<file path="config.mk">
export PLATFORM = sky130hd
export DESIGN_NAME = core_count_hotplug_governor_core
export DESIGN_NICKNAME = d
export VERILOG_FILES = /design/src/hw/rtl/ccgov_pkg.sv /design/src/hw/rtl/ccgov_cfg.sv /design/src/hw/rtl/ccgov_ladder.sv /design/src/hw/rtl/core_count_hotplug_governor_core.sv
export VERILOG_INCLUDE_DIRS = /design/src /design/src/hw/rtl
export SDC_FILE = /design/constraint.sdc
export NUM_CORES = 1
export LEC_CHECK = 0
export BUFFER_PORTS_ARGS = -buffer_cell sky130_fd_sc_hd__buf_4
export CAP_MARGIN = 20
export CORE_MARGIN = 4
export CORE_UTILIZATION = 40
export DETAILED_ROUTE_END_ITERATION = 16
export PLACE_DENSITY = 0.61
export SYNTH_ARGS = -nofsm -noshare
export SYNTH_HDL_FRONTEND = slang
export SYNTH_SLANG_ARGS = --single-unit
</file>
<file path="constraint.sdc">
create_clock -name clk -period 9.4 [get_ports clk]
set_input_delay 0.94 -clock clk [delete_from_list [all_inputs] [get_ports clk]]
set_output_delay 0.94 -clock clk [all_outputs]
set_load 0.01 [all_outputs]
</file>
<file path="src/hw/rtl/core_count_hotplug_governor_core_assert.svh">
// Assertion macros shared by the core count governor RTL.
// Included by every module that carries concurrent assertions.
`ifndef CORE_COUNT_HOTPLUG_GOVERNOR_CORE_ASSERT_SVH
`define CORE_COUNT_HOTPLUG_GOVERNOR_CORE_ASSERT_SVH

`ifndef SYNTHESIS
// Same-cycle implication, sampled on the rising clock edge, off during reset.
`define CCGOV_ASSERT_IMP(lbl, clk, rst_n, ante, cons) \
  lbl: assert property (@(posedge clk) disable iff (!rst_n) (ante) |-> (cons)) \
    else $error("ccgov assertion failed");
// Next-cycle implication.
`define CCGOV_ASSERT_NXT(lbl, clk, rst_n, ante, cons) \
  lbl: assert property (@(posedge clk) disable iff (!rst_n) (ante) |=> (cons)) \
    else $error("ccgov assertion failed");
`else
`define CCGOV_ASSERT_IMP(lbl, clk, rst_n, ante, cons)
`define CCGOV_ASSERT_NXT(lbl, clk, rst_n, ante, cons)
`endif

`endif

</file>
<file path="src/hw/rtl/ccgov_pkg.sv">
// Types, constants and the threshold ladder table of the core count governor.
// No dependencies; used by every module of the block.
package ccgov_pkg;

  // Core count and load format
  localparam int CORES     = 4;
  localparam int FRAC_BITS = 11;
  localparam int CNT_W     = 3;
  localparam int LOAD_W    = 20;
  localparam int TIME_W    = 48;
  localparam int HOLD_W    = 32;
  localparam int MODE_W    = 2;
  localparam int ACT_W     = 2;
  localparam int IDX_W     = 3;
  localparam int CFG_DW    = 32;

  // Threshold arithmetic: thread capacity less a margin, scaled by num/den
  localparam int CAP_MARGIN    = 50;
  localparam int THREAD_CAP    = 339 - CAP_MARGIN;
  localparam int THR_SCALE_NUM = 4;
  localparam int THR_SCALE_DEN = 100000;
  localparam int THR_380  = (THREAD_CAP * 380  * THR_SCALE_NUM) / THR_SCALE_DEN;
  localparam int THR_625  = (THREAD_CAP * 625  * THR_SCALE_NUM) / THR_SCALE_DEN;
  localparam int THR_875  = (THREAD_CAP * 875  * THR_SCALE_NUM) / THR_SCALE_DEN;
  localparam int THR_1125 = (THREAD_CAP * 1125 * THR_SCALE_NUM) / THR_SCALE_DEN;
  localparam int THR_1625 = (THREAD_CAP * 1625 * THR_SCALE_NUM) / THR_SCALE_DEN;
  localparam int THR_2125 = (THREAD_CAP * 2125 * THR_SCALE_NUM) / THR_SCALE_DEN;
  localparam int THR_W    = 5;
  localparam int HYS_W    = THR_W + 1;
  localparam int SH_W     = 5;
  localparam int CMP_W    = LOAD_W + HYS_W;
  localparam int QUAD     = 4;
  localparam int TRI      = 3;
  localparam int DUO      = 2;

  // Boost rate limit in microseconds
  localparam int BOOST_MIN_GAP_US = 150 * 1000;
  localparam int HOLD_RESET       = 2500000;

  typedef enum logic {
    CMD_LOAD  = 1'b0,
    CMD_INPUT = 1'b1
  } cmd_e_t;

  typedef enum logic [ACT_W-1:0] {
    ACT_NONE  = 2'd0,
    ACT_RAISE = 2'd1,
    ACT_LOWER = 2'd2,
    ACT_HELD  = 2'd3
  } action_t;

  typedef enum logic [MODE_W-1:0] {
    MODE_BALANCE = 2'd0,
    MODE_PERF    = 2'd1,
    MODE_CONSERV = 2'd2,
    MODE_OFF     = 2'd3
  } mode_t;

  typedef enum logic [IDX_W-1:0] {
    REG_MAX_CORES   = 3'd0,
    REG_MIN_CORES   = 3'd1,
    REG_PROFILE     = 3'd2,
    REG_BOOST_CORES = 3'd3,
    REG_BOOST_HOLD  = 3'd4
  } cfg_reg_t;

  typedef struct packed {
    logic [CNT_W-1:0]  max_cores;
    logic [CNT_W-1:0]  min_cores;
    mode_t             profile_mode;
    logic [CNT_W-1:0]  boost_cores;
    logic [HOLD_W-1:0] boost_hold_us;
  } cfg_t;

  // Threshold in whole tasks of ladder step idx for the given limit and mode
  function automatic logic [THR_W-1:0] ladder_thr(input logic [CNT_W-1:0] maxc,
                                                  input mode_t mode,
                                                  input logic [1:0] idx);
    logic [THR_W-1:0] thr;
    thr = '0;
    if (maxc >= CNT_W'(QUAD)) begin
      unique case (mode)
        MODE_BALANCE: begin
          case (idx)
            2'd0:    thr = THR_W'(THR_625);
            2'd1:    thr = THR_W'(THR_875);
            default: thr = THR_W'(THR_1125);
          endcase
        end
        MODE_PERF: begin
          case (idx)
            2'd0:    thr = THR_W'(THR_380);
            2'd1:    thr = THR_W'(THR_625);
            default: thr = THR_W'(THR_875);
          endcase
        end
        MODE_CONSERV: begin
          case (idx)
            2'd0:    thr = THR_W'(THR_875);
            2'd1:    thr = THR_W'(THR_1625);
            default: thr = THR_W'(THR_2125);
          endcase
        end
        default: thr = '0;
      endcase
    end else if (maxc == CNT_W'(TRI)) begin
      thr = (idx == 2'd0) ? THR_W'(THR_625) : THR_W'(THR_875);
    end else if (maxc == CNT_W'(DUO)) begin
      thr = THR_W'(THR_380);
    end
    return thr;
  endfunction

endpackage

</file>
<file path="src/hw/rtl/ccgov_cfg.sv">
// Configuration registers of the core count governor with limit checking.
// Depends on ccgov_pkg and the assertion macro header.
`include "core_count_hotplug_governor_core_assert.svh"

module ccgov_cfg
  import ccgov_pkg::*;
(
  input  logic              clk,
  input  logic              rst_n,
  input  logic              cfg_we,
  input  logic [IDX_W-1:0]  cfg_index,
  input  logic [CFG_DW-1:0] cfg_wdata,
  output cfg_t              cfg_o
);

  cfg_t             cfg_r;
  cfg_t             cfg_nxt;
  logic [CNT_W-1:0] wval;
  logic             wval_ok;

  // Limit writes outside 1..CORES are dropped
  assign wval    = cfg_wdata[CNT_W-1:0];
  assign wval_ok = (wval >= CNT_W'(1)) && (wval <= CNT_W'(CORES));

  // Decode the write; crossing limits drag the other limit along
  always_comb begin
    cfg_nxt = cfg_r;
    if (cfg_we) begin
      unique case (cfg_index)
        REG_MAX_CORES: begin
          if (wval_ok) begin
            if (cfg_r.min_cores > wval) cfg_nxt.min_cores = wval;
            cfg_nxt.max_cores = wval;
          end
        end
        REG_MIN_CORES: begin
          if (wval_ok) begin
            if (cfg_r.max_cores < wval) cfg_nxt.max_cores = wval;
            cfg_nxt.min_cores = wval;
          end
        end
        REG_PROFILE:     cfg_nxt.profile_mode  = mode_t'(cfg_wdata[MODE_W-1:0]);
        REG_BOOST_CORES: cfg_nxt.boost_cores   = cfg_wdata[CNT_W-1:0];
        REG_BOOST_HOLD:  cfg_nxt.boost_hold_us = cfg_wdata[HOLD_W-1:0];
        default: ;
      endcase
    end
  end

  always_ff @(posedge clk) begin
    if (!rst_n) begin
      cfg_r.max_cores     <= CNT_W'(CORES);
      cfg_r.min_cores     <= CNT_W'(1);
      cfg_r.profile_mode  <= MODE_BALANCE;
      cfg_r.boost_cores   <= CNT_W'(1);
      cfg_r.boost_hold_us <= HOLD_W'(HOLD_RESET);
    end else begin
      cfg_r <= cfg_nxt;
    end
  end

  assign cfg_o = cfg_r;

  `CCGOV_ASSERT_IMP(a_cfg_order, clk, rst_n, 1'b1, cfg_r.min_cores <= cfg_r.max_cores)
  `CCGOV_ASSERT_IMP(a_cfg_max_rng, clk, rst_n, 1'b1, (cfg_r.max_cores >= CNT_W'(1)) && (cfg_r.max_cores <= CNT_W'(CORES)))

endmodule

</file>
<file path="src/hw/rtl/ccgov_ladder.sv">
// Threshold ladder walk: turns a load sample into a wanted core count.
// Depends on ccgov_pkg (ladder table, widths, config struct).
module ccgov_ladder
  import ccgov_pkg::*;
(
  input  cfg_t              cfg_i,
  input  logic [CNT_W-1:0]  last_count,
  input  logic [LOAD_W-1:0] avg_load,
  output logic [CNT_W-1:0]  count
);

  logic [SH_W-1:0]  shift;
  logic [CMP_W-1:0] load_ext;

  // Thresholds are scaled to FRAC_BITS less (max_cores - 1) fraction bits
  assign shift    = SH_W'(FRAC_BITS + 1) - SH_W'(cfg_i.max_cores);
  assign load_ext = CMP_W'(avg_load);

  // Compare every step in parallel, stop at the first one not exceeded
  always_comb begin
    logic [CNT_W-1:0] n;
    logic             stop;
    logic [CNT_W-1:0] stepn;
    logic [HYS_W-1:0] thr_h;
    logic [CMP_W-1:0] thr_s;
    n    = CNT_W'(1);
    stop = 1'b0;
    for (int i = 0; i < CORES - 1; i++) begin
      stepn = CNT_W'(i + 1);
      thr_h = HYS_W'(ladder_thr(cfg_i.max_cores, cfg_i.profile_mode, 2'(i)));
      // Hysteresis while the step is at or above the last result
      if (last_count <= stepn) thr_h = thr_h + HYS_W'({cfg_i.max_cores, 1'b0});
      thr_s = CMP_W'(thr_h) << shift;
      if (!stop) begin
        if ((stepn < cfg_i.max_cores) && (load_ext > thr_s)) n = n + CNT_W'(1);
        else stop = 1'b1;
      end
    end
    count = n;
  end

endmodule

</file>
<file path="src/hw/rtl/core_count_hotplug_governor_core.sv">
// Top level of the core count governor: input register, decision logic,
// result register and history state. Uses ccgov_pkg, ccgov_cfg, ccgov_ladder.
//
//  channel | ports                            | payload
//  --------+----------------------------------+-----------------------------------
//  in      | in_tvalid/in_tready/in_tdata/    | avg_load, now_us, online_cores;
//          | in_tuser                         | tuser = cmd
//  out     | out_tvalid/out_tready/out_tdata  | target_cores, action
//  cfg     | cfg_we/cfg_index/cfg_wdata       | one register write per cycle
//
// One item per cycle sustained while out_tready stays high. An item is held in the
// input register while the ladder compare, clamp and 48-bit time checks run, and the
// result register then presents it. Reset (rst_n low at a clock edge) empties both
// registers and clears the count and time history.
// A low out_tready holds the result register, then the input register, and
// in_tready drops only when both are full.
`include "core_count_hotplug_governor_core_assert.svh"

module core_count_hotplug_governor_core
  import ccgov_pkg::*;
(
  input  logic              clk,
  input  logic              rst_n,
  // input channel
  input  logic              in_tvalid,
  output logic              in_tready,
  input  logic [71:0]       in_tdata,   // [19:0] avg_load, [67:20] now_us,
                                        // [70:68] online_cores, [71] zero
  input  logic              in_tuser,   // [0] cmd
  // result channel
  output logic              out_tvalid,
  input  logic              out_tready,
  output logic [7:0]        out_tdata,  // [2:0] target_cores, [4:3] action,
                                        // [7:5] zero
  // configuration port
  input  logic              cfg_we,
  input  logic [IDX_W-1:0]  cfg_index,
  input  logic [CFG_DW-1:0] cfg_wdata
);

  cfg_t              cfg;

  logic              s1_valid_r;
  cmd_e_t            s1_cmd_r;
  logic [LOAD_W-1:0] s1_load_r;
  logic [TIME_W-1:0] s1_now_r;
  logic [CNT_W-1:0]  s1_online_r;

  logic              out_valid_r;
  logic [CNT_W-1:0]  out_tgt_r;
  action_t           out_act_r;

  logic [CNT_W-1:0]  last_count_r;
  logic [TIME_W-1:0] last_input_time_r;
  logic [TIME_W-1:0] last_boost_time_r;

  logic              advance;
  logic              in_xfer;
  logic              s1_fire;

  logic [CNT_W-1:0]  count_c;
  logic              boost_en;
  logic              boost_ok;
  logic [TIME_W-1:0] since_boost;
  logic [TIME_W-1:0] since_input;
  logic              recent_input;
  logic [CNT_W-1:0]  want;
  logic [CNT_W-1:0]  clamped;
  logic [CNT_W-1:0]  tgt_c;
  action_t           act_c;

  ccgov_cfg u_cfg (
    .clk       (clk),
    .rst_n     (rst_n),
    .cfg_we    (cfg_we),
    .cfg_index (cfg_index),
    .cfg_wdata (cfg_wdata),
    .cfg_o     (cfg)
  );

  ccgov_ladder u_ladder (
    .cfg_i      (cfg),
    .last_count (last_count_r),
    .avg_load   (s1_load_r),
    .count      (count_c)
  );

  // Handshake: each register moves when the one after it can take
  assign advance   = !out_valid_r || out_tready;
  assign in_tready = !s1_valid_r || advance;
  assign in_xfer   = in_tvalid && in_tready;
  assign s1_fire   = s1_valid_r && advance;

  // Boost eligibility: enabled, rate limited, and actually adds cores
  assign boost_en    = cfg.boost_cores != CNT_W'(1);
  assign since_boost = s1_now_r - last_boost_time_r;
  assign boost_ok    = boost_en && (since_boost >= TIME_W'(BOOST_MIN_GAP_US)) &&
                       (s1_online_r < cfg.boost_cores) &&
                       (cfg.boost_cores > cfg.min_cores);

  // An input event has just refreshed the input time, so its age is zero
  assign since_input  = s1_now_r - last_input_time_r;
  assign recent_input = (s1_cmd_r == CMD_INPUT) ? (cfg.boost_hold_us != '0)
                                                : (since_input < TIME_W'(cfg.boost_hold_us));

  // Clamp the request to the limits
  assign want    = (s1_cmd_r == CMD_INPUT) ? cfg.boost_cores : count_c;
  assign clamped = (want < cfg.min_cores) ? cfg.min_cores :
                   (want > cfg.max_cores) ? cfg.max_cores : want;

  // Compare with the online count to pick the action
  always_comb begin
    tgt_c = clamped;
    act_c = ACT_NONE;
    if ((s1_cmd_r == CMD_INPUT) && !boost_ok) begin
      tgt_c = s1_online_r;
    end else if (clamped < s1_online_r) begin
      act_c = ((s1_online_r <= cfg.boost_cores) && recent_input) ? ACT_HELD : ACT_LOWER;
    end else if (clamped > s1_online_r) begin
      act_c = ACT_RAISE;
    end
  end

  // Input register
  always_ff @(posedge clk) begin
    if (!rst_n) begin
      s1_valid_r <= 1'b0;
    end else if (in_xfer) begin
      s1_valid_r <= 1'b1;
    end else if (s1_fire) begin
      s1_valid_r <= 1'b0;
    end
  end

  always_ff @(posedge clk) begin
    if (in_xfer) begin
      s1_cmd_r    <= cmd_e_t'(in_tuser);
      s1_load_r   <= in_tdata[LOAD_W-1:0];
      s1_now_r    <= in_tdata[LOAD_W+TIME_W-1:LOAD_W];
      s1_online_r <= in_tdata[LOAD_W+TIME_W+CNT_W-1:LOAD_W+TIME_W];
    end
  end

  // Result register
  always_ff @(posedge clk) begin
    if (!rst_n) begin
      out_valid_r <= 1'b0;
    end else if (s1_fire) begin
      out_valid_r <= 1'b1;
    end else if (out_tready) begin
      out_valid_r <= 1'b0;
    end
  end

  always_ff @(posedge clk) begin
    if (s1_fire) begin
      out_tgt_r <= tgt_c;
      out_act_r <= act_c;
    end
  end

  // History: last ladder result and the input and boost times
  always_ff @(posedge clk) begin
    if (!rst_n) begin
      last_count_r      <= '0;
      last_input_time_r <= '0;
      last_boost_time_r <= '0;
    end else if (s1_fire) begin
      if (s1_cmd_r == CMD_LOAD) begin
        last_count_r <= count_c;
      end else if (boost_en) begin
        last_input_time_r <= s1_now_r;
        if (boost_ok) last_boost_time_r <= s1_now_r;
      end
    end
  end

  assign out_tvalid = out_valid_r;
  assign out_tdata  = {3'b000, out_act_r, out_tgt_r};

  `CCGOV_ASSERT_IMP(a_count_rng, clk, rst_n, s1_valid_r, (count_c >= CNT_W'(1)) && (count_c <= cfg.max_cores))
  `CCGOV_ASSERT_IMP(a_tgt_in_lim, clk, rst_n, s1_valid_r && (act_c != ACT_NONE), (tgt_c >= cfg.min_cores) && (tgt_c <= cfg.max_cores))
  `CCGOV_ASSERT_IMP(a_held_lowers, clk, rst_n, s1_valid_r && (act_c == ACT_HELD), tgt_c < s1_online_r)
  `CCGOV_ASSERT_NXT(a_fire_to_out, clk, rst_n, s1_fire, out_valid_r)

endmodule

</file>
==> Yosys cells after proc, flatten, opt, wreduce, memory -nomap -nowiden <==
Cells that the tools add are included.
{ "word_totals": {"regBits": 221, "input_bits": 113, "output_inout_bits": 10, "wordCells": 131} }
{ "classes": {"addsub": 8, "magnitude_cmp": 23, "n_eq_ne": 13, "n_shift": 3, "muxes": 37, "n_bitwise": 1, "reduce_logical": 30} }
{ "op_table": {"columns": ["operator", "n"], "rows": [
  ["$sub 48x48->48", 2],
  ["$gt 20x26->1", 3],
  ["$shl 6x5->26", 3],
  ["$ge 48x18->1 const B", 1],
  ["$lt 48x32->1", 1],
  ["$mux 3", 11],
  ["$reduce_bool 32->1", 1],
  ["$mux 6", 5],
  ["$pmux 5 s3", 2],
  ["$mux 5", 5],
  ["$add 5x4->6", 3],
  ["$eq 3x2->1 const B", 4],
  ["$gt 3x3->1", 4],
  ["$lt 3x3->1", 4],
  ["$pmux 4 s3", 1],
  ["$pmux 6 s2", 1],
  ["$logic_and 1x1->1", 11],
  ["$mux 1", 10],
  ["$reduce_and 5->1", 2],
  ["$ne 2x1->1 const B", 4],
  ["$reduce_and 2->1", 4],
  ["$le 3x2->1 const B", 2],
  ["$lt 2x3->1 const A", 2],
  ["$reduce_bool 2->1", 3],
  ["22 further kinds", 26]
]} }

==> Logic depth before layout (Yosys ltp) <==
Gate-level depths: netlist (run 1).
{ "logic_depth": {"ltp_word": 23, "depth_mapped": 44, "ltp_nobuf": 44} }

==> Hierarchy <==
A second synthesis (run 1) with hierarchy kept.
{ "unflattened": {"cells_unflattened": 2355, "area_unflattened_um2": 18781.8} }
{ "modules_own_cells": {"columns": ["mod", "instances", "cells_per_inst", "area_each_um2", "seq_area_each_um2"], "rows": [
  ["core_count_hotplug_governor_core", 1, 1705, 13810.7, 4334.2],
  ["ccgov_ladder", 1, 444, 3185.6, 0.0],
  ["ccgov_cfg", 1, 206, 1785.5, 860.8]
]} }

==> Worst setup path before layout (run 1) <==
OpenSTA, ideal clock, no wires.
{ "synth_path": {"path_kind": "register to register", "from": "reg u_cfg.cfg_r, in the netlist u_cfg.cfg_o[40]", "to": "reg out_act_r[0] (data pin)", "setup_ns": 0.154, "arrival_time_ns": 8.876, "t_required_ns": 9.246, "path_slack_ns": 0.370, "stages_incl_launch_ff": 41, "n_path_buf": 1, "synth_period_minus_slack_ns": 9.030, "cell_sequence": "dfxtp_1 > clkbuf_1 > a21oi_1 > a31oi_1 > ha_1 > inv_1 > fa_1 > inv_1 > a21oi_1 > or3b_2 > o21ai_0 > o21ai_0 > o21ai_0 > nand2_1 > ha_1 > and4_1 > a221oi_1 > o21ai_0 > [... 5 more ...] > nor2b_1 > o21ai_0 > inv_1 > o21ai_0 > mux2_2 > mux2_2 > ha_1 > nor2b_1 > o21ai_0 > nand2b_1 > a211oi_1 > nand4_1 > a2111oi_0 > nand4_1 > a2111o_1 > or4_1 > or4_1 > a21boi_0"} }
{ "synth_between": {"elab_chain_cells": 23, "word_cells_on_any_way": 47, "cone_classes": "add/sub (6); order compare (11); eq/ne (2); shift (3); mux (22); reduce/logical (3)"} }
{ "synth_lines": {"columns": ["element", "line", "text"], "rows": [
  ["start: declaration", "ccgov_cfg.sv:16", "cfg_t cfg_r;"],
  ["start signal: assignment", "ccgov_cfg.sv:58", "cfg_r <= cfg_nxt;"],
  ["$eq 3x2->1", "ccgov_pkg.sv:108", "end else if (maxc == CNT_W'(DUO)) begin"],
  ["$mux 3", "ccgov_pkg.sv:108", null],
  ["$mux 5", "ccgov_pkg.sv:106", "end else if (maxc == CNT_W'(TRI)) begin"],
  ["$mux 5", "ccgov_pkg.sv:81", "if (maxc >= CNT_W'(QUAD)) begin"],
  ["$add 5x4->6", "ccgov_ladder.sv:32", "if (last_count <= stepn) thr_h = thr_h + HYS_W'({cfg_i.max_cores, 1'b0});"],
  ["$mux 6", "ccgov_ladder.sv:32", null],
  ["$shl 6x5->26", "ccgov_ladder.sv:33", "thr_s = CMP_W'(thr_h) << shift;"],
  ["$gt 20x26->1", "ccgov_ladder.sv:35", "if ((stepn < cfg_i.max_cores) && (load_ext > thr_s)) n = n + CNT_W'(1);"],
  ["[... 7 more ...]", null, null],
  ["$mux 3", "ccgov_ladder.sv:34", "if (!stop) begin"],
  ["$mux 3", "core_count_hotplug_governor_core.sv:107", "assign want = (s1_cmd_r == CMD_INPUT) ? cfg.boost_cores : count_c;"],
  ["$gt 3x3->1", "core_count_hotplug_governor_core.sv:109", "(want > cfg.max_cores) ? cfg.max_cores : want;"],
  ["$mux 3", "core_count_hotplug_governor_core.sv:109", null],
  ["$mux 3 (*)", "core_count_hotplug_governor_core.sv:108", "assign clamped = (want < cfg.min_cores) ? cfg.min_cores :"],
  ["$gt 3x3->1", "core_count_hotplug_governor_core.sv:119", "end else if (clamped > s1_online_r) begin"],
  ["$mux 1", "core_count_hotplug_governor_core.sv:119", null],
  ["$mux 2 (*)", "core_count_hotplug_governor_core.sv:117", "end else if (clamped < s1_online_r) begin"],
  ["end signal: assignment", "core_count_hotplug_governor_core.sv:158", "out_act_r <= act_c;"],
  ["end: declaration", "core_count_hotplug_governor_core.sv:51", "action_t out_act_r;"]
]} }
Every way passes the cells marked *; elsewhere a longest branch is shown, timed or not.
A chain may end at the register's enable or synchronous reset.

==> Worst setup path in the final report (run 1) <==
{ "layout_path": {"from": "reg u_cfg.cfg_r, in the netlist u_cfg.cfg_o[36]", "to": "reg out_act_r[0] (data pin)"} }
{ "layout_between": {"elab_chain_cells": 22, "word_cells_on_any_way": 43, "cone_classes": "add/sub (5); order compare (7); eq/ne (2); shift (3); mux (22); reduce/logical (4)"} }
{ "layout_lines": {"columns": ["element", "line", "text"], "rows": [
  ["$eq 2x2->1, or another cell as far along", "ccgov_pkg.sv:82", "unique case (mode)"],
  ["$pmux 4 s3", "ccgov_pkg.sv:82", null],
  ["$mux 5", "ccgov_pkg.sv:81", null],
  ["$add 5x4->6", "ccgov_ladder.sv:32", null],
  ["$mux 6", "ccgov_ladder.sv:32", null],
  ["$shl 6x5->26", "ccgov_ladder.sv:33", null],
  ["$gt 20x26->1", "ccgov_ladder.sv:35", null],
  ["$logic_and 1x1->1", "ccgov_ladder.sv:35", null],
  ["[... 6 more ...]", null, null],
  ["$mux 3 (*)", "ccgov_ladder.sv:34", null],
  ["$mux 3 (*)", "core_count_hotplug_governor_core.sv:107", null],
  ["$gt 3x3->1", "core_count_hotplug_governor_core.sv:109", null],
  ["$mux 3", "core_count_hotplug_governor_core.sv:109", null],
  ["$mux 3 (*)", "core_count_hotplug_governor_core.sv:108", null],
  ["$gt 3x3->1", "core_count_hotplug_governor_core.sv:119", null],
  ["$mux 1", "core_count_hotplug_governor_core.sv:119", null],
  ["$mux 2 (*)", "core_count_hotplug_governor_core.sv:117", null]
]} }
Marks and branches as above.

==> results of run 1 <==
==> power groups by stage <==
stage | registers (mW) | clock network [mW] | logic, mW
4_1_cts | 1.06 | 1.10 | 0.631
2_1_floorplan | 1.06 | 0 | 0.435
6_report | 1.06 | 1.07 | 0.642
5_1_grt | 1.06 | 1.14 | 0.720
3_5_place_dp | 1.08 | 0 | 0.627
3_3_place_gp | 1.08 | 0 | 0.614
==> routing by layer <==
metal | vias up | track usage, % | part of all wire [%]
li1 | 8496 | - | -
met5 | - | 0 | 0
met2 | 374 | 38.0 | 49
met1 | 8077 | 28.0 | 44
met3 | 91 | 2.47 | 4.1
met4 | 0 | 5.79 | 2.9
==> cell families after synthesis <==
family | Yosys count
simple gates | 829
compound gates | 624
buf+inv | 284
flops | 221
fa+ha+maj | 219
mux | 82
xor+xnor | 69
other cells | 2
==> registers in the layout (all words and copies together) (netlist names) <==
name,flops
last_count_r,3
last_boost_time_r,48
s1_cmd_r,1
out_tvalid,1
out_act_r,2
s1_valid_r,1
s1_load_r,20
last_input_time_r,48
u_cfg.cfg_o,43
s1_now_r,48
s1_online_r,3
out_tgt_r,3
==> final timing paths <==
check,startpoint,endpoint,slack (ns),cells after the start
max,u_cfg.cfg_o[36]$_SDFFE_PN0P_,out_act_r[0]$_SDFFCE_PP0P_,0.52,40
min,last_boost_time_r[9]$_SDFFE_PN0P_,last_boost_time_r[9]$_SDFFE_PN0P_,0.46,2
max reg2reg,u_cfg.cfg_o[36]$_SDFFE_PN0P_,out_act_r[0]$_SDFFCE_PP0P_,0.52,40
min reg2reg,last_boost_time_r[9]$_SDFFE_PN0P_,last_boost_time_r[9]$_SDFFE_PN0P_,0.46,2
==> worst min-delay path, stage by stage (launching register included) <==
cell	delay, ns
dfxtp_1	0.31
nand2_1	0.05
mux2i_1	0.05
==> final cells by class <==
cell class / instances / area (sq um)
Multi-Input combinational cell: 1827 / 12200
Clock inverter: 20 / 200
Fill cell: 4462 / 24300
Clock buffer: 32 / 736
Tap cell: 600 / 751
Timing Repair Buffer: 163 / 1260
Sequential cell: 221 / 5200
Inverter: 181 / 679
==> stage by stage <==
stage | setup TNS, ns | util [%] | setup slack, ns | std cells | hold slack [ns]
after floorplan | 0 | - | 0.370 | 2332 | 0.435
after global placement | 0 | 43.9 | 0.115 | 2988 | 0.442
after detailed placement | -0.0536 | 43.9 | -0.0536 | 2988 | 0.446
after CTS | 0 | 46.0 | 0.0129 | 3040 | 0.457
after global routing | -0.0358 | 46.4 | -0.0358 | 3044 | 0.476
final | 0 | 46.4 | 0.522 | 3044 | 0.456
==> timing repair <==
item	CTS	global route
cloned	0	0
pin swaps	0	5
gates resized for setup	3	34
endpoints found under the setup margin	1	1
hold buffers	0	0
buffers inserted	0	2
==> cells in the final DEF (no fill, tap or decap), drive strengths merged, types with 46 or more instances in the layout <==
master,instances
nand2,432
inv,183
nor2,117
o21ai,125
edfxtp,77
mux2i,67
a21oi,173
ha,214
nand4,58
xnor2,46
buf,163
a21boi,79
dfxtp,144
a21o,57
==> qor.yml, run 1 <==
status: "finished clean"
synth_top_cell_by_area: "dfxtp_1"
yosysTopAreaCellShare_pct: 15.7
synth_fa_ha_area_share_pct: 15.1
ys_top_cells_by_count: "nand2_1, ha_1, inv_1, a21oi_1, dfxtp_1"
cts.sinks: 221
final_hold_viol_count: 0
p_sw_share_pct: 30.9
grt_pass1_vias: 16700
final.period_utilization_pct: 94.5
grt_pass1_wl_um: 88300
power_density_nw_per_um2: 132
portBuffers: 118
critPathCaptureType: "flip-flop"
first_pass_iters: 5
grt_overflow: 0
async_reset_ff_share_pct: 0
insertion_delay_ns: 0.58
yosys_most_used_dff: "dfxtp_1"
wl_um: 55100
ys_ff_latch: 221
dpl.hpwl_um: 44000
power.internal_mw: 1.92
synth_area_sq_um: 18400
grt_antenna_before_repair: 0
dieHeight_um: 222
tritoncts: "built"
finalInstanceArea_sq_um: 21000
route.antenna.remaining_nets: 0
start_util_pct: 40.5
synth_edf_count: 77
yosys.cell_count.top_type: "nand2_1"
gp_congestion: 0.948
yosys_warnings: 0
tightest_slew_ns: 1.03
arrival_ns: 9.29
drive_gt1_share_pct: 11.1
cts-htree-levels: 1
slowest_delay_ns: 0.52
viasPerCell: 5.60
io_pins: 123
fin_worst_skew_ns: 0.0177
core_area_sq_um: 45400
max_freq_mhz: 113
muxShareOfSynthArea_pct: 4.57
vias: 17000
row_count: 78
p_comb_share_pct: 23.1
cp_top_family: "simple AND/OR/NAND/NOR gates"
clockBufferDepth: 3
drcViolationCount: 0
diodes: 0
setup_viol: 0
die_x_um: 222
synth_compound_area_share_pct: 22.1
fin_crit_ns: 8.88
synth_top_family_by_area: "compound AO/OA/AOI/OAI gates"
grt_max_degree: 120
cts_root_buf: "clkbuf_16"
netlist_instances: 2330
routedWlPerCell_um: 18.1
pwr-share-seq_pct: 38.3
ir_drop_mv: 0.152
total_power_mw: 2.78
synth.avg_cell_area_sq_um: 7.89
power.switching_mw: 0.857
yosys.area_share.simple_pct: 20.6
critPathKind: "flip-flop to flip-flop"
drtIter0Drc: 1133
seq_area_frac_synth_pct: 28.3
cpMaxStageDelayCell: "or4_1"
crit_required_ns: 9.82
cp.buffers_inverters: 5
grt_use_total_pct: 21.5
p_leak_nw: 7.94
yosysUniqueCellTypes: 83
crit_fanout: 6
cp-start-kind: "flip-flop"
hold_class: "flip-flop to flip-flop"
ys_top_cells_by_area: "dfxtp_1, ha_1, edfxtp_1"
synth_xor_area_share_pct: 3.29
pwr-share-clk_pct: 38.6
area_delta_synth_final_pct: 14.4
cts_buffers: 28
fin_nets: 2754
slew_headroom_pct: 31.1
cpMostUsedCell: "ha_1"
drv_slew: 0
die_area_sq_um: 49500
dpl_cell_area_sq_um: 19900
clk_pin_slew_worst_paths_ns: 0.06
cap_viol_max_count: 0
(Power assumes the default switching activity.)
==> inputs of run 2 (changes only) <==
- CORE_UTILIZATION: 40 -> 52
- PLACE_DENSITY: 0.61 -> 0.72
- SYNTH_HIERARCHICAL: default -> 1
- clock period: 9.4 -> 11.1 ns (I/O delays scaled with it)
==> run 2 against run 1 <==
Total power shrank 11%; combinational power is 17% lower; first-iteration DRC count is 18% higher; critical path type unchanged; synthesized cell count grew 1.1%; clock skew about the same; sequential power is 15% lower; cell area shrank 0.46%; clock-buffer cell count down 3; non-clock buffer count shrank 33.
==> qor.yml, run 2 <==
netlist_instances: 2355
seq_area_frac_synth_pct: 27.7
vias: 17300
pwr-share-seq_pct: 36.5
tightest_slew_ns: 0.990
ir_drop_mv: 0.168
cpMaxStageDelayCell: "nor4_1"
grt_max_degree: 99
setup_tns_ns: 0
cts.sinks: 221
dpl.hpwl_um: 42100
die_area_sq_um: 39200
arrival_ns: 8.37
portBuffers: 118
whs_ns: 0.457
gp_congestion: 0.961
cts-htree-levels: 1
row_count: 69
critPathCaptureType: "flip-flop"
routedWlPerCell_um: 18.8
cts_buffers: 28
first_pass_iters: 5
setup_viol: 0
clk_pin_slew_worst_paths_ns: 0.06
grt_antenna_before_repair: 0
drive_gt1_share_pct: 10.1
diodes: 0
fin_nets: 2745
max_freq_mhz: 126
area_delta_synth_final_pct: 11.5
post-place-ws_ns: 3.48
cap_viol_max_count: 0
ctsHoldBuffers: 0
route.antenna.remaining_nets: 0
drcViolationCount: 0
p_sw_share_pct: 30.1
power.internal_mw: 1.72
synth_edf_count: 77
drv_slew: 0
yosys_most_used_dff: "dfxtp_1"
ys_ff_latch: 221
p_leak_nw: 7.92
fin_worst_skew_ns: 0.0177
grt_overflow: 0
viasPerCell: 5.99
grt_use_total_pct: 27.3
hold_class: "flip-flop to flip-flop"
crit_fanout: 22
synth.avg_cell_area_sq_um: 7.98
fin_crit_ns: 7.95
rsz0062_at_grt: "false"
grt_pass1_wl_um: 88500
yosysUniqueCellTypes: 107
crit_required_ns: 11.52
final.period_utilization_pct: 71.7
mostFrequentLayoutCell: "nand2_1"
post_cts_resized: 0
power_density_nw_per_um2: 117
pwr-share-clk_pct: 41.7
p_comb_share_pct: 21.8
wl_um: 54600
die_x_um: 198
dieHeight_um: 198
slowest_delay_ns: 0.56
finalInstanceArea_sq_um: 20900
dpl_cell_area_sq_um: 19900
critPathKind: "flip-flop to flip-flop"
clockBufferDepth: 3
status: "finished clean"
drtIter0Drc: 1338
cts_root_buf: "clkbuf_16"
yosys.cell_count.top_type: "nand2_1"
yosys_warnings: 6
yosysTopAreaCellShare_pct: 15.3
synth_top_cell_by_area: "dfxtp_1"
ys_top_cells_by_area: "dfxtp_1, ha_1, edfxtp_1"
power.switching_mw: 0.740
core_area_sq_um: 35600
final_hold_viol_count: 0
layout_common_cells: "nand2_1, ha_1, inv_1"
post_cts_buffers: 0
grt_pass1_vias: 16800
synth_area_sq_um: 18800
async_reset_ff_share_pct: 0
start_util_pct: 52.8
insertion_delay_ns: 0.58
ys_top_cells_by_count: "nand2_1, ha_1, inv_1, a21oi_1, dfxtp_1"
io_pins: 123
slew_headroom_pct: 33.7
cp-start-kind: "flip-flop"
worst_slack_ns: 3.15
top_regs: "last_boost_time_r (48), last_input_time_r (48), s1_now_r (48)"
tritoncts: "built"
## run 2: kinds of logic (layout without fill, tap and decap cells)
group                      Yosys count  count (layout)  share of synthesized area, %
DFF                                221             221                          27.7
buffers and inverters              288             366                          6.30
muxes                               93              93                          5.26
and+or+nand+nor                    845             845                          20.9
other                                2               4                        0.0400
adders and majority gates          219             219                          14.8
xor gates and xnor gates            62              62                          2.93
AOI/OAI and AO/OA                  625             625                          22.1
## run 2: per-stage QoR
step	total power, mW	std cells	util (%)
after floorplan	1.28	2357	-
after global placement	1.43	2843	55.9
after detailed placement	1.44	2843	55.9
after CTS	2.47	2895	58.8
after global routing	2.58	2896	58.9
final	2.46	2896	58.9
## run 2: final timing paths
kind	start	to	slack, ns	cells after the start
hold reg to reg	last_boost_time_r[10]$_SDFFE_PN0P_	last_boost_time_r[10]$_SDFFE_PN0P_	0.46	2
hold / removal	last_boost_time_r[10]$_SDFFE_PN0P_	last_boost_time_r[10]$_SDFFE_PN0P_	0.46	2
setup / recovery	u_cfg/cfg_o[42]$_SDFFE_PN1P_	out_act_r[0]$_SDFFCE_PP0P_	3.15	33
setup reg to reg	u_cfg/cfg_o[42]$_SDFFE_PN1P_	out_act_r[0]$_SDFFCE_PP0P_	3.15	33
## run 2: cell type report
| type | instances | area [sq um] |
|---|---|---|
| Inverter | 184 | 691 |
| Multi-Input combinational cell | 1848 | 12400 |
| Timing Repair Buffer | 130 | 988 |
| Sequential cell | 221 | 5190 |
| Fill cell | 3231 | 14600 |
| Clock buffer | 29 | 704 |
| Tap cell | 461 | 577 |
| Clock inverter | 23 | 345 |
## run 2: critical path, delay by kind of cell, from the launching register on
| kind | cells | cell delay (ns) |
|---|---|---|
| AO/OA/AOI/OAI | 12 | 2.41 |
| AND/OR/NAND/NOR | 8 | 1.75 |
| adder cells (fa/ha/maj) | 5 | 1.28 |
| multiplexers | 4 | 1.26 |
| buffers and inverters | 3 | 0.48 |
| flip-flops | 1 | 0.46 |
| XOR/XNOR | 1 | 0.14 |
## run 2: per-layer routing
layer	vias to the layer above	track usage [%]	share of wire, %
met1	8176	39.6	47
met3	78	3.62	6.2
li1	8544	-	-
met2	550	43.7	45
met5	-	0	0
met4	0	5.81	2.1
## run 2: power groups by stage
stage                     Combinational, mW  Sequential (mW)  Clock, mW
after floorplan                       0.379            0.899          0
after global placement                0.511            0.914          0
after detailed placement              0.523            0.914          0
after CTS                             0.528            0.897       1.05
after global routing                  0.600            0.899       1.08
final                                 0.536            0.897       1.03
